**src/hw/rtl/sfdp_pkg.sv**
```systemverilog
// Package for the sync-framed detection parser.
// Status codes, framing constants and the IEEE single compare helper.
// No dependencies.
package sfdp_pkg;

    localparam int unsigned SlotCountDefault     = 16;
    localparam int unsigned MaxFrameBytesDefault = 64;
    localparam int unsigned FrameLen             = 12;
    localparam int unsigned CountWidth           = 7;

    localparam logic [31:0] ThresholdReset = 32'h3F00_0000;

    localparam logic [7:0] SyncFirst  = 8'hFF;
    localparam logic [7:0] SyncSecond = 8'hFE;
    localparam logic [7:0] ByteCr     = 8'h0D;
    localparam logic [7:0] ByteLf     = 8'h0A;

    typedef enum logic [2:0] {
        STATUS_NONE     = 3'd0,
        STATUS_SYNC     = 3'd1,
        STATUS_STORED   = 3'd2,
        STATUS_RANGE    = 3'd3,
        STATUS_BAD_LEN  = 3'd4,
        STATUS_BAD_PAT  = 3'd5,
        STATUS_OVERFLOW = 3'd6
    } status_t;

    // Slot update request from the parser to the slot table
    typedef struct packed {
        logic       clear;
        logic       write;
        logic [7:0] index;
        logic       fire;
    } slot_req_t;

    // a >= b in IEEE single order; false when either is NaN
    function automatic logic float_ge(input logic [31:0] a, input logic [31:0] b);
        logic a_nan;
        logic b_nan;
        logic a_zero;
        logic b_zero;
        logic ge;
        a_nan  = (a[30:23] == 8'hFF) && (a[22:0] != 23'd0);
        b_nan  = (b[30:23] == 8'hFF) && (b[22:0] != 23'd0);
        a_zero = (a[30:0] == 31'd0);
        b_zero = (b[30:0] == 31'd0);
        if (a_zero && b_zero)
        begin
            ge = 1'b1;
        end
        else if (a[31] != b[31])
        begin
            ge = !a[31];
        end
        else if (!a[31])
        begin
            ge = (a[30:0] >= b[30:0]);
        end
        else
        begin
            ge = (a[30:0] <= b[30:0]);
        end
        return ge && !a_nan && !b_nan;
    endfunction

endpackage

```
**src/hw/rtl/sfdp_slots.sv**
```systemverilog
// Per-slot ready and fire flags with their summary outputs.
// Depends on sfdp_pkg.
module sfdp_slots
    import sfdp_pkg::*;
#(
    parameter int unsigned SLOT_COUNT = SlotCountDefault
)
(
    input  logic      clk,
    input  logic      rst_n,
    input  logic      en,
    input  slot_req_t req,
    output logic      all_ready,
    output logic      any_fire
);

    logic [SLOT_COUNT-1:0] ready_reg;
    logic [SLOT_COUNT-1:0] fire_reg;
    logic [SLOT_COUNT-1:0] ready_next;
    logic [SLOT_COUNT-1:0] fire_next;

    // Apply clear or single-slot write
    always_comb
    begin
        ready_next = ready_reg;
        fire_next  = fire_reg;
        if (req.clear)
        begin
            ready_next = '0;
            fire_next  = '0;
        end
        else if (req.write)
        begin
            for (int i = 0; i < SLOT_COUNT; i++)
            begin
                if (req.index == 8'(i))
                begin
                    ready_next[i] = 1'b1;
                    fire_next[i]  = req.fire;
                end
            end
        end
    end

    always_ff @(posedge clk or negedge rst_n)
    begin
        if (!rst_n)
        begin
            ready_reg <= '0;
            fire_reg  <= '0;
        end
        else if (en)
        begin
            ready_reg <= ready_next;
            fire_reg  <= fire_next;
        end
    end

    assign all_ready = &ready_next;
    assign any_fire  = |(ready_next & fire_next);

endmodule

```
**src/hw/rtl/sfdp_parser.sv**
```systemverilog
// Sync hunt, frame capture and frame check for one byte per transaction.
// Depends on sfdp_pkg.
module sfdp_parser
    import sfdp_pkg::*;
#(
    parameter int unsigned SLOT_COUNT      = SlotCountDefault,
    parameter int unsigned MAX_FRAME_BYTES = MaxFrameBytesDefault
)
(
    input  logic        clk,
    input  logic        rst_n,
    input  logic        en,
    input  logic        cmd,
    input  logic [7:0]  data_byte,
    input  logic [31:0] threshold,
    output slot_req_t   req,
    output status_t     status,
    output logic [7:0]  frame_index,
    output logic [31:0] probability_bits,
    output logic        fire_event
);

    logic                  capturing_reg;
    logic                  capturing_next;
    logic [7:0]            hunt_reg;
    logic [7:0]            hunt_next;
    logic [7:0]            cap_reg [FrameLen];
    logic [7:0]            cap_next [FrameLen];
    logic [CountWidth-1:0] count_reg;
    logic [CountWidth-1:0] count_next;
    logic [7:0]            prev_reg;
    logic [7:0]            prev_next;
    logic                  pattern_ok;
    logic [31:0]           prob;

    // Bytes 1..4 little endian after this byte lands
    assign prob = {cap_next[4], cap_next[3], cap_next[2], cap_next[1]};
    assign pattern_ok = (cap_next[5] == 8'h01) && (cap_next[6] == 8'h02)
        && (cap_next[7] == 8'h03) && (cap_next[8] == 8'h04)
        && (cap_next[9] == 8'h05);

    always_comb
    begin
        capturing_next   = capturing_reg;
        hunt_next        = hunt_reg;
        cap_next         = cap_reg;
        count_next       = count_reg;
        prev_next        = prev_reg;
        status           = STATUS_NONE;
        frame_index      = '0;
        probability_bits = '0;
        fire_event       = 1'b0;
        req              = '0;
        if (cmd)
        begin
            req.clear = 1'b1;
        end
        else if (!capturing_reg)
        begin
            // Hunt for the sync pair
            if (data_byte == SyncSecond && hunt_reg == SyncFirst)
            begin
                capturing_next = 1'b1;
                count_next     = '0;
                prev_next      = '0;
                for (int i = 0; i < FrameLen; i++)
                begin
                    cap_next[i] = '0;
                end
                status = STATUS_SYNC;
            end
            else
            begin
                hunt_next = data_byte;
            end
        end
        else if (count_reg >= CountWidth'(MAX_FRAME_BYTES))
        begin
            // Drop the overlong frame
            status         = STATUS_OVERFLOW;
            capturing_next = 1'b0;
            hunt_next      = '0;
        end
        else
        begin
            // Capture and check for frame end
            for (int i = 0; i < FrameLen; i++)
            begin
                if (count_reg == CountWidth'(i))
                begin
                    cap_next[i] = data_byte;
                end
            end
            count_next = count_reg + CountWidth'(1);
            prev_next  = data_byte;
            if (data_byte == ByteLf && prev_reg == ByteCr)
            begin
                capturing_next = 1'b0;
                hunt_next      = '0;
                if (count_next != CountWidth'(FrameLen))
                begin
                    status = STATUS_BAD_LEN;
                end
                else if (!pattern_ok)
                begin
                    status = STATUS_BAD_PAT;
                end
                else
                begin
                    frame_index      = cap_next[0];
                    probability_bits = prob;
                    fire_event       = float_ge(prob, threshold);
                    if (32'(cap_next[0]) < 32'(SLOT_COUNT))
                    begin
                        status    = STATUS_STORED;
                        req.write = 1'b1;
                        req.index = cap_next[0];
                        req.fire  = fire_event;
                    end
                    else
                    begin
                        status = STATUS_RANGE;
                    end
                end
            end
        end
    end

    always_ff @(posedge clk or negedge rst_n)
    begin
        if (!rst_n)
        begin
            capturing_reg <= 1'b0;
            hunt_reg      <= '0;
            count_reg     <= '0;
            prev_reg      <= '0;
            for (int i = 0; i < FrameLen; i++)
            begin
                cap_reg[i] <= '0;
            end
        end
        else if (en)
        begin
            capturing_reg <= capturing_next;
            hunt_reg      <= hunt_next;
            count_reg     <= count_next;
            prev_reg      <= prev_next;
            cap_reg       <= cap_next;
        end
    end

endmodule

```
**src/hw/rtl/sync_framed_detection_parser.sv**
```systemverilog
// Sync-framed detection parser: top level with input and result registers.
// Path: input register, single-pass parser, result register; the result is
// registered after the input transaction. Throughput: one byte per cycle; a
// stalled result holds both registers, and in_ready drops only while both are full.
// Reset (rst_n, async, active low): hunting, all slots clear, threshold 0.5.
module sync_framed_detection_parser
    import sfdp_pkg::*;
#(
    parameter int unsigned SLOT_COUNT      = SlotCountDefault,
    parameter int unsigned MAX_FRAME_BYTES = MaxFrameBytesDefault
)
(
    input  logic        clk,
    input  logic        rst_n,
    input  logic        cfg_valid,
    output logic        cfg_ready,
    input  logic [31:0] cfg_data,
    input  logic        in_valid,
    output logic        in_ready,
    input  logic        cmd,
    input  logic [7:0]  data_byte,
    output logic        out_valid,
    input  logic        out_ready,
    output logic [2:0]  status,
    output logic [7:0]  frame_index,
    output logic [31:0] probability_bits,
    output logic        fire_event,
    output logic        all_frames_ready,
    output logic        any_fire
);

    logic        cfg_write;
    logic [31:0] threshold_reg;
    logic        in_full_reg;
    logic        cmd_reg;
    logic [7:0]  byte_reg;
    logic        out_full_reg;
    logic        advance;
    slot_req_t   req;
    status_t     st;
    logic [7:0]  fnum;
    logic [31:0] pbits;
    logic        fire;
    logic        all_rdy;
    logic        any_f;

    assign cfg_ready = 1'b1;
    assign cfg_write = cfg_valid && cfg_ready;

    // Hold the threshold register
    always_ff @(posedge clk or negedge rst_n)
    begin
        if (!rst_n)
        begin
            threshold_reg <= ThresholdReset;
        end
        else if (cfg_write)
        begin
            threshold_reg <= cfg_data;
        end
    end

    // Advance the input register into the result register
    assign advance  = in_full_reg && (!out_full_reg || out_ready);
    assign in_ready = !in_full_reg || advance;

    always_ff @(posedge clk or negedge rst_n)
    begin
        if (!rst_n)
        begin
            in_full_reg <= 1'b0;
        end
        else if (in_ready)
        begin
            in_full_reg <= in_valid;
        end
    end

    always_ff @(posedge clk)
    begin
        if (in_valid && in_ready)
        begin
            cmd_reg  <= cmd;
            byte_reg <= data_byte;
        end
    end

    sfdp_parser #(
        .SLOT_COUNT      (SLOT_COUNT),
        .MAX_FRAME_BYTES (MAX_FRAME_BYTES)
    ) u_parser (
        .clk              (clk),
        .rst_n            (rst_n),
        .en               (advance),
        .cmd              (cmd_reg),
        .data_byte        (byte_reg),
        .threshold        (threshold_reg),
        .req              (req),
        .status           (st),
        .frame_index      (fnum),
        .probability_bits (pbits),
        .fire_event       (fire)
    );

    sfdp_slots #(
        .SLOT_COUNT (SLOT_COUNT)
    ) u_slots (
        .clk       (clk),
        .rst_n     (rst_n),
        .en        (advance),
        .req       (req),
        .all_ready (all_rdy),
        .any_fire  (any_f)
    );

    // Hold the result until taken
    always_ff @(posedge clk or negedge rst_n)
    begin
        if (!rst_n)
        begin
            out_full_reg <= 1'b0;
        end
        else if (advance)
        begin
            out_full_reg <= 1'b1;
        end
        else if (out_ready)
        begin
            out_full_reg <= 1'b0;
        end
    end

    always_ff @(posedge clk)
    begin
        if (advance)
        begin
            status           <= st;
            frame_index      <= fnum;
            probability_bits <= pbits;
            fire_event       <= fire;
            all_frames_ready <= all_rdy;
            any_fire         <= any_f;
        end
    end

    assign out_valid = out_full_reg;

endmodule

```
**config.mk**
```make
export PLATFORM = sky130hd
export DESIGN_NAME = sync_framed_detection_parser
export DESIGN_NICKNAME = d
export VERILOG_FILES = /design/src/hw/rtl/sfdp_pkg.sv /design/src/hw/rtl/sfdp_slots.sv /design/src/hw/rtl/sfdp_parser.sv /design/src/hw/rtl/sync_framed_detection_parser.sv
export SDC_FILE = /design/constraint.sdc
export NUM_CORES = 1
export LEC_CHECK = 0
export BUFFER_PORTS_ARGS = -buffer_cell sky130_fd_sc_hd__buf_4
export CAP_MARGIN = 5
export CELL_PAD_IN_SITES_DETAIL_PLACEMENT = 1
export CELL_PAD_IN_SITES_GLOBAL_PLACEMENT = 1
export CORE_UTILIZATION = 47
export CTS_CLUSTER_DIAMETER = 30
export CTS_CLUSTER_SIZE = 28
export DETAILED_ROUTE_END_ITERATION = 6
export GPL_TIMING_DRIVEN = 0
export PLACE_DENSITY_LB_ADDON = 0.25
export SKIP_CTS_REPAIR_TIMING = 1
export SYNTH_ARGS = -nofsm -noshare
export SYNTH_HDL_FRONTEND = slang
export SYNTH_SLANG_ARGS = --single-unit
```
**constraint.sdc**
```tcl
create_clock -name clk -period 5.7 [get_ports clk]
set_input_delay 0.285 -clock clk [delete_from_list [all_inputs] [get_ports clk]]
set_output_delay 0.285 -clock clk [all_outputs]
set_load 0.05 [all_outputs]
```
=== Yosys cells after proc, flatten, opt, wreduce, memory -nomap -nowiden ===
Cells that the tools add are included.

* Bitwise operators: 5
* Reduce and logical (&&, ||, !) cells: 36
* $lt $le $gt $ge: 4
* Add/subtract/negate cells: 1
* Multiplexer cells: 95
* Equal/unequal tests: 44

{| class="wikitable"
|+ Operators with widths
! cell !! number
|-
| $mux 96 || 3
|-
| $mux 8 || 22
|-
| $mux 88 || 1
|-
| $eq 8x4->1 const B || 10
|-
| $mux 10 || 7
|-
| $mux 16 || 4
|-
| $logic_not 31->1 || 2
|-
| $mux 1 || 50
|-
| $eq 8x3->1 const B || 6
|-
| $reduce_bool 23->1 || 2
|-
| $eq 8x2->1 const B || 4
|-
| $eq 8x8->1 const B || 4
|-
| $ge 31x31->1 || 1
|-
| $le 31x31->1 || 1
|-
| $eq 7x3->1 const B || 4
|-
| $eq 7x4->1 const B || 4
|-
| $mux 7 || 3
|-
| $and 16x16->16 || 1
|-
| $eq 8x1->1 const B || 2
|-
| $reduce_and 16->1 || 1
|-
| $reduce_or 16->1 || 1
|-
| $mux 3 || 5
|-
| $eq 7x2->1 const B || 2
|-
| $logic_and 1x1->1 || 13
|-
| 19 further kinds || 32
|}

* Output and inout port bits: 49
* Logic and storage cells: 214
* Input bits: 46
* Bits in registers: 241

=== Logic depth before layout (Yosys ltp) ===
* Word-level depth: 34
* Mapped depth: 21
* Depth with buffers taken out: 19

=== Modules after synthesis ===
A second synthesis with hierarchy kept.

* Cells, all modules: 1,279
* Area total of the unflattened synthesis: 12,673.4 µm²

{| class="wikitable"
|+ By module, submodules not included
! module !! cells an instance !! times used !! area each (µm²) !! seq. area each (µm²)
|-
| sfdp_parser || 904 || 1 || 7,328.3 || 2,602.5
|-
| sync_framed_detection_parser || 133 || 1 || 3,104.2 || 2,509.9
|-
| sfdp_slots || 242 || 1 || 2,240.9 || 800.8
|}

=== Worst setup path after synthesis ===
Ideal clock, no wire load.

* Path kind: reg-to-reg
* From: register byte_reg[1]
* To: register fire_event (data pin)
* Setup slack: 855 ps
* Path buffers: 3
* Data required time: 5,434 ps
* Data arrival time: 4,579 ps
* Library setup time: 266 ps
* Period minus slack after synthesis: 4,845 ps
* Stages on the path, launching flop included: 20
* Path through: edfxtp_1 clkbuf_1 nand4b_1 or4_1 nor3_1 clkbuf_1 nor2_1 a22oi_1 inv_1 ha_1 and4_1 nand4_1 or4_1 a31oi_1 o22ai_1 a22oi_1 a211oi_1 o21ai_1 clkbuf_1 nor2_1

{| class="wikitable"
|+ RTL lines
! element !! line !! RTL
|-
| start: declaration || sync_framed_detection_parser.sv:36 || <nowiki>logic [7:0] byte_reg;</nowiki>
|-
| start signal: assignment || sync_framed_detection_parser.sv:84 || <nowiki>byte_reg <= data_byte;</nowiki>
|-
| end signal: assignment || sync_framed_detection_parser.sv:140 || <nowiki>fire_event <= fire;</nowiki>
|-
| end: declaration || sync_framed_detection_parser.sv:27 || <nowiki>output logic fire_event,</nowiki>
|}

==> summary.txt <==
Status
  • Status: finished with violations
  • Violated checks: hold timing, setup timing

Global routing
  • Largest net degree at the start of global routing: 95
  • Vias in the first global route: ~13,000
  • GR Util met3: 0.06895
  • GR Util met1: 0.4278
  • Initial antenna violation count: 0
  • Met2 Track Usage GR: 0.6124
  • Global-route wire length before repair: a little over 70,000 um
  • GR Overflow Total: 0
  • Busiest grt layer: met2
  • GRT Total Usage: 0.3612

Worst setup path
  • Critical path type: flop to flop
  • R2R depth: 19
  • CP required: 6060 ps
  • Worst R2R Setup Slack: -180 ps
  • Critical path startpoint category: flop
  • Critical path arrival: 6230 ps
  • Crit path capture: any_fire$_DFFE_PP_
  • CP endpoint kind: flop
  • Worst R2R Start: u_parser.count_reg[6]$_DFFE_PN0P_
  • CP startpoint: u_parser.count_reg[6]$_DFFE_PN0P_
  • CP Max Fanout: 10
  • Worst reg2reg endpoint: any_fire$_DFFE_PP_

Synthesis
  • Post-Syn Area: about 0.012 sq mm
  • Synthesized flop and latch total: roughly 230
  • Synth Area per Inst: 9.142 sq um
  • Post-Syn Nets: ~1,400
  • Synth warnings: 0
  • Post-Syn Instances: ~1,300
  • Post-synth EDFFs: between 50 and 60
  • Post-synth cell types: a little under 80
  • Most used DFF post-synth: dfrtp_1
  • Async S/R FF share, synth: 0.7556
  • Seq/Total Area, Yosys: 0.4919

Floorplanning
  • Row count: between 50 and 60
  • Core Footprint: between 0.02 and 0.03 sq mm
  • DIE AREA: between 0.02 and 0.03 sq mm
  • Die Span Y: between 150 and 200 um
  • Starting Density: 0.4788
  • Top-Level Pins: 95
  • Die Wd: roughly 160 um

Drt
  • Vias: 12,529
  • DRC Markers: 0
  • 1st-iter DRT viols: around 1,300
  • DRT antenna net count: 0
  • First-pass iteration count of the detailed router: 6
  • WL/cell: roughly 27 um
  • WL final: between 50,000 and 60,000 um
  • Vias/cell: between 6 and 7

Placement
  • Placed cell area: roughly 0.013 sq mm
  • Routability Congestion: approximately 0.94
  • Dpl hpwl: slightly above 30,000 um
  • IO buf count: 92

Timing
  • F_max: 170.2 MHz
  • Hold Fails Final Rpt: 3
  • Slew margin rel.: 0.2101
  • Fin crit period: 5876 ps
  • Setup violators final: 11
  • Final WS setup: -175.5 ps
  • Fin crit share: 1.031
  • Hold WS: -47.65 ps
  • Slew at the pin closest to its max-slew limit: 1174 ps
  • Clock Skew: about 31 ps
  • Pins Over Slew Limit: 0

Finish
  • Final #Nets: 1,590
  • Most frequent cells in the layout: 193 x nand2_1, 164 x dfrtp_1, 141 x o21ai_0
  • Fill count: 2,819
  • Largest register FFs: 80
  • P&R area growth vs syn: 30.21%
  • Register area: just under 0.006 sq mm
  • Fin area: 0.01565 sq mm
  • Most common cell after layout, fill and taps aside: nand2_1
  • Finished Core Util: 0.6234
  • Area of the multi-input gates: approximately 0.0056 sq mm
  • Share of layout cells above drive strength 1: 0.1675
  • Diode count: 0

Clock network
  • Clock root buffer: clkbuf_16
  • Clock buffer depth: 3
  • Clk sink count: 225
  • Skew-Pair Late Insertion Delay: 570 ps
  • Total CTS buffers: 52
  • CTS tree: yes
  • Number of H-tree levels: 2
  • Worst-path clk slew: 50 ps

Power and ir drop
  • Max VDD drop: 0.0002982 V
  • Power after layout: 7.898 mW
  • Power per standard cell area: slightly above 500 mW/mm^2
  • Leakage: 6.849 nW

Run
  • Maxcap violations: 0

Min path
  • Hold crit path type: input pin to flop
## how the worst min path moves through the flow
| stage | start | endpoint | slack (ps) | cells after the start |
|---|---|---|---|---|
| global placement | u_parser.hunt_reg[4]$_DFFE_PN0P_ | u_parser.hunt_reg[4]$_DFFE_PN0P_ | 460 | 2 |
| finish | cfg_data[26] | threshold_reg[26]$_DFFE_PN1P_ | -50 | 3 |
| CTS | rst_n | u_parser.hunt_reg[6]$_DFFE_PN0P_ | -270 | 1 |
| floorplan | rst_n | in_full_reg$_DFFE_PN0N_ | -10 | 0 |
| detailed placement | rst_n | u_parser.hunt_reg[6]$_DFFE_PN0P_ | 310 | 1 |
| global route | cfg_data[26] | threshold_reg[26]$_DFFE_PN1P_ | -20 | 3 |
## layout make-up
| class | instances | area share |
|---|---|---|
| Sequential cell | 225 | 0.3777 |
| Multi-Input combinational cell | 929 | 0.3598 |
| Clock buffer | 67 | 0.09256 |
| Timing Repair Buffer | 144 | 0.07769 |
| Tap cell | 330 | 0.02638 |
| Clock inverter | 30 | 0.02566 |
| Buffer | 80 | 0.02174 |
| Inverter | 77 | 0.01846 |
## critical path, cell delays in order, from the launching register on
cell,delay (ps)
dfrtp_1,440
clkbuf_1,310
nor4b_4,610
clkbuf_2,360
nand2_1,230
nand3_1,170
o21ai_0,120
a21oi_2,360
inv_1,110
ha_1,200
a21o_1,160
a221o_1,340
a221oi_1,480
o31ai_1,270
o22ai_1,330
a22oi_2,190
a211oi_2,360
o21ai_4,140
buf_4,200
o311ai_1,270
## where the power goes
group | internal (mW) | total (mW) | switching (mW) | leakage (nW)
logic | 0.827 | 2.51 | 1.68 | 3.20
clock network | 2.15 | 3.18 | 1.03 | 0.891
registers | 1.95 | 2.21 | 0.260 | 2.76
## cell families (layout without fill, tap and decap cells)
family	Yosys count	count (layout)	share of synthesized area
simple gates	493	493	0.2017
compound gates	382	382	0.2023
flops	225	225	0.4919
buf+inv	161	398	0.05152
fa+ha+maj	35	35	0.03643
mux	18	18	0.01582
other cells	1	1	0.0003119
## synthesized netlist by cell type (all sizes together) (5+ instances only)
library cell | instances | area (sq um)
nand2 | 193 | 724.4
dfstp | 6 | 157.7
ha | 35 | 437.9
a31oi | 14 | 87.58
nor2b | 5 | 31.28
nand4 | 21 | 131.4
buf | 14 | 67.56
nor2 | 100 | 391.6
a22oi | 23 | 172.7
or3 | 10 | 62.56
a21oi | 63 | 315.3
o221ai | 5 | 43.79
or4 | 17 | 131.4
and3 | 16 | 100.1
mux2 | 8 | 90.09
inv | 76 | 285.3
nor3 | 32 | 176.4
nand2b | 7 | 43.79
edfxtp | 55 | 1652
a21o | 7 | 52.55
a22o | 30 | 262.8
o21ai | 148 | 740.7
dfrtp | 164 | 4104
mux2i | 10 | 100.1
a32o | 8 | 80.08
nor4b | 5 | 56.31
o22ai | 9 | 56.30
o21a | 8 | 60.06
o211ai | 5 | 37.54
o31ai | 18 | 135.1
clkbuf | 70 | 262.8
o2111ai | 5 | 43.79
or2 | 6 | 37.54
or4b | 5 | 57.56
nand3 | 31 | 155.2
a211oi | 5 | 37.54
and2 | 5 | 31.28
nor4 | 23 | 150.1
## per-layer routing
layer,part of all wire,vias up
met2,0.49,804
met5,0,-
li1,-,5205
met3,0.079,266
met4,0.063,0
met1,0.37,6254
## through the flow
stage	setup TNS [ps]	setup slack, ps	instances	hold WS (ps)
4_1_cts	-25390	-1690	1837	-270.8
3_3_place_gp	-29890	-1903	1737	462.4
3_5_place_dp	-24150	-1624	1740	311.1
6_report	-801.3	-175.5	1882	-47.65
2_1_floorplan	0	855.4	1315	-10.59
5_1_grt	-1326	-222.5	1882	-16.75
Note: power is estimated with default switching activity, not from simulation.
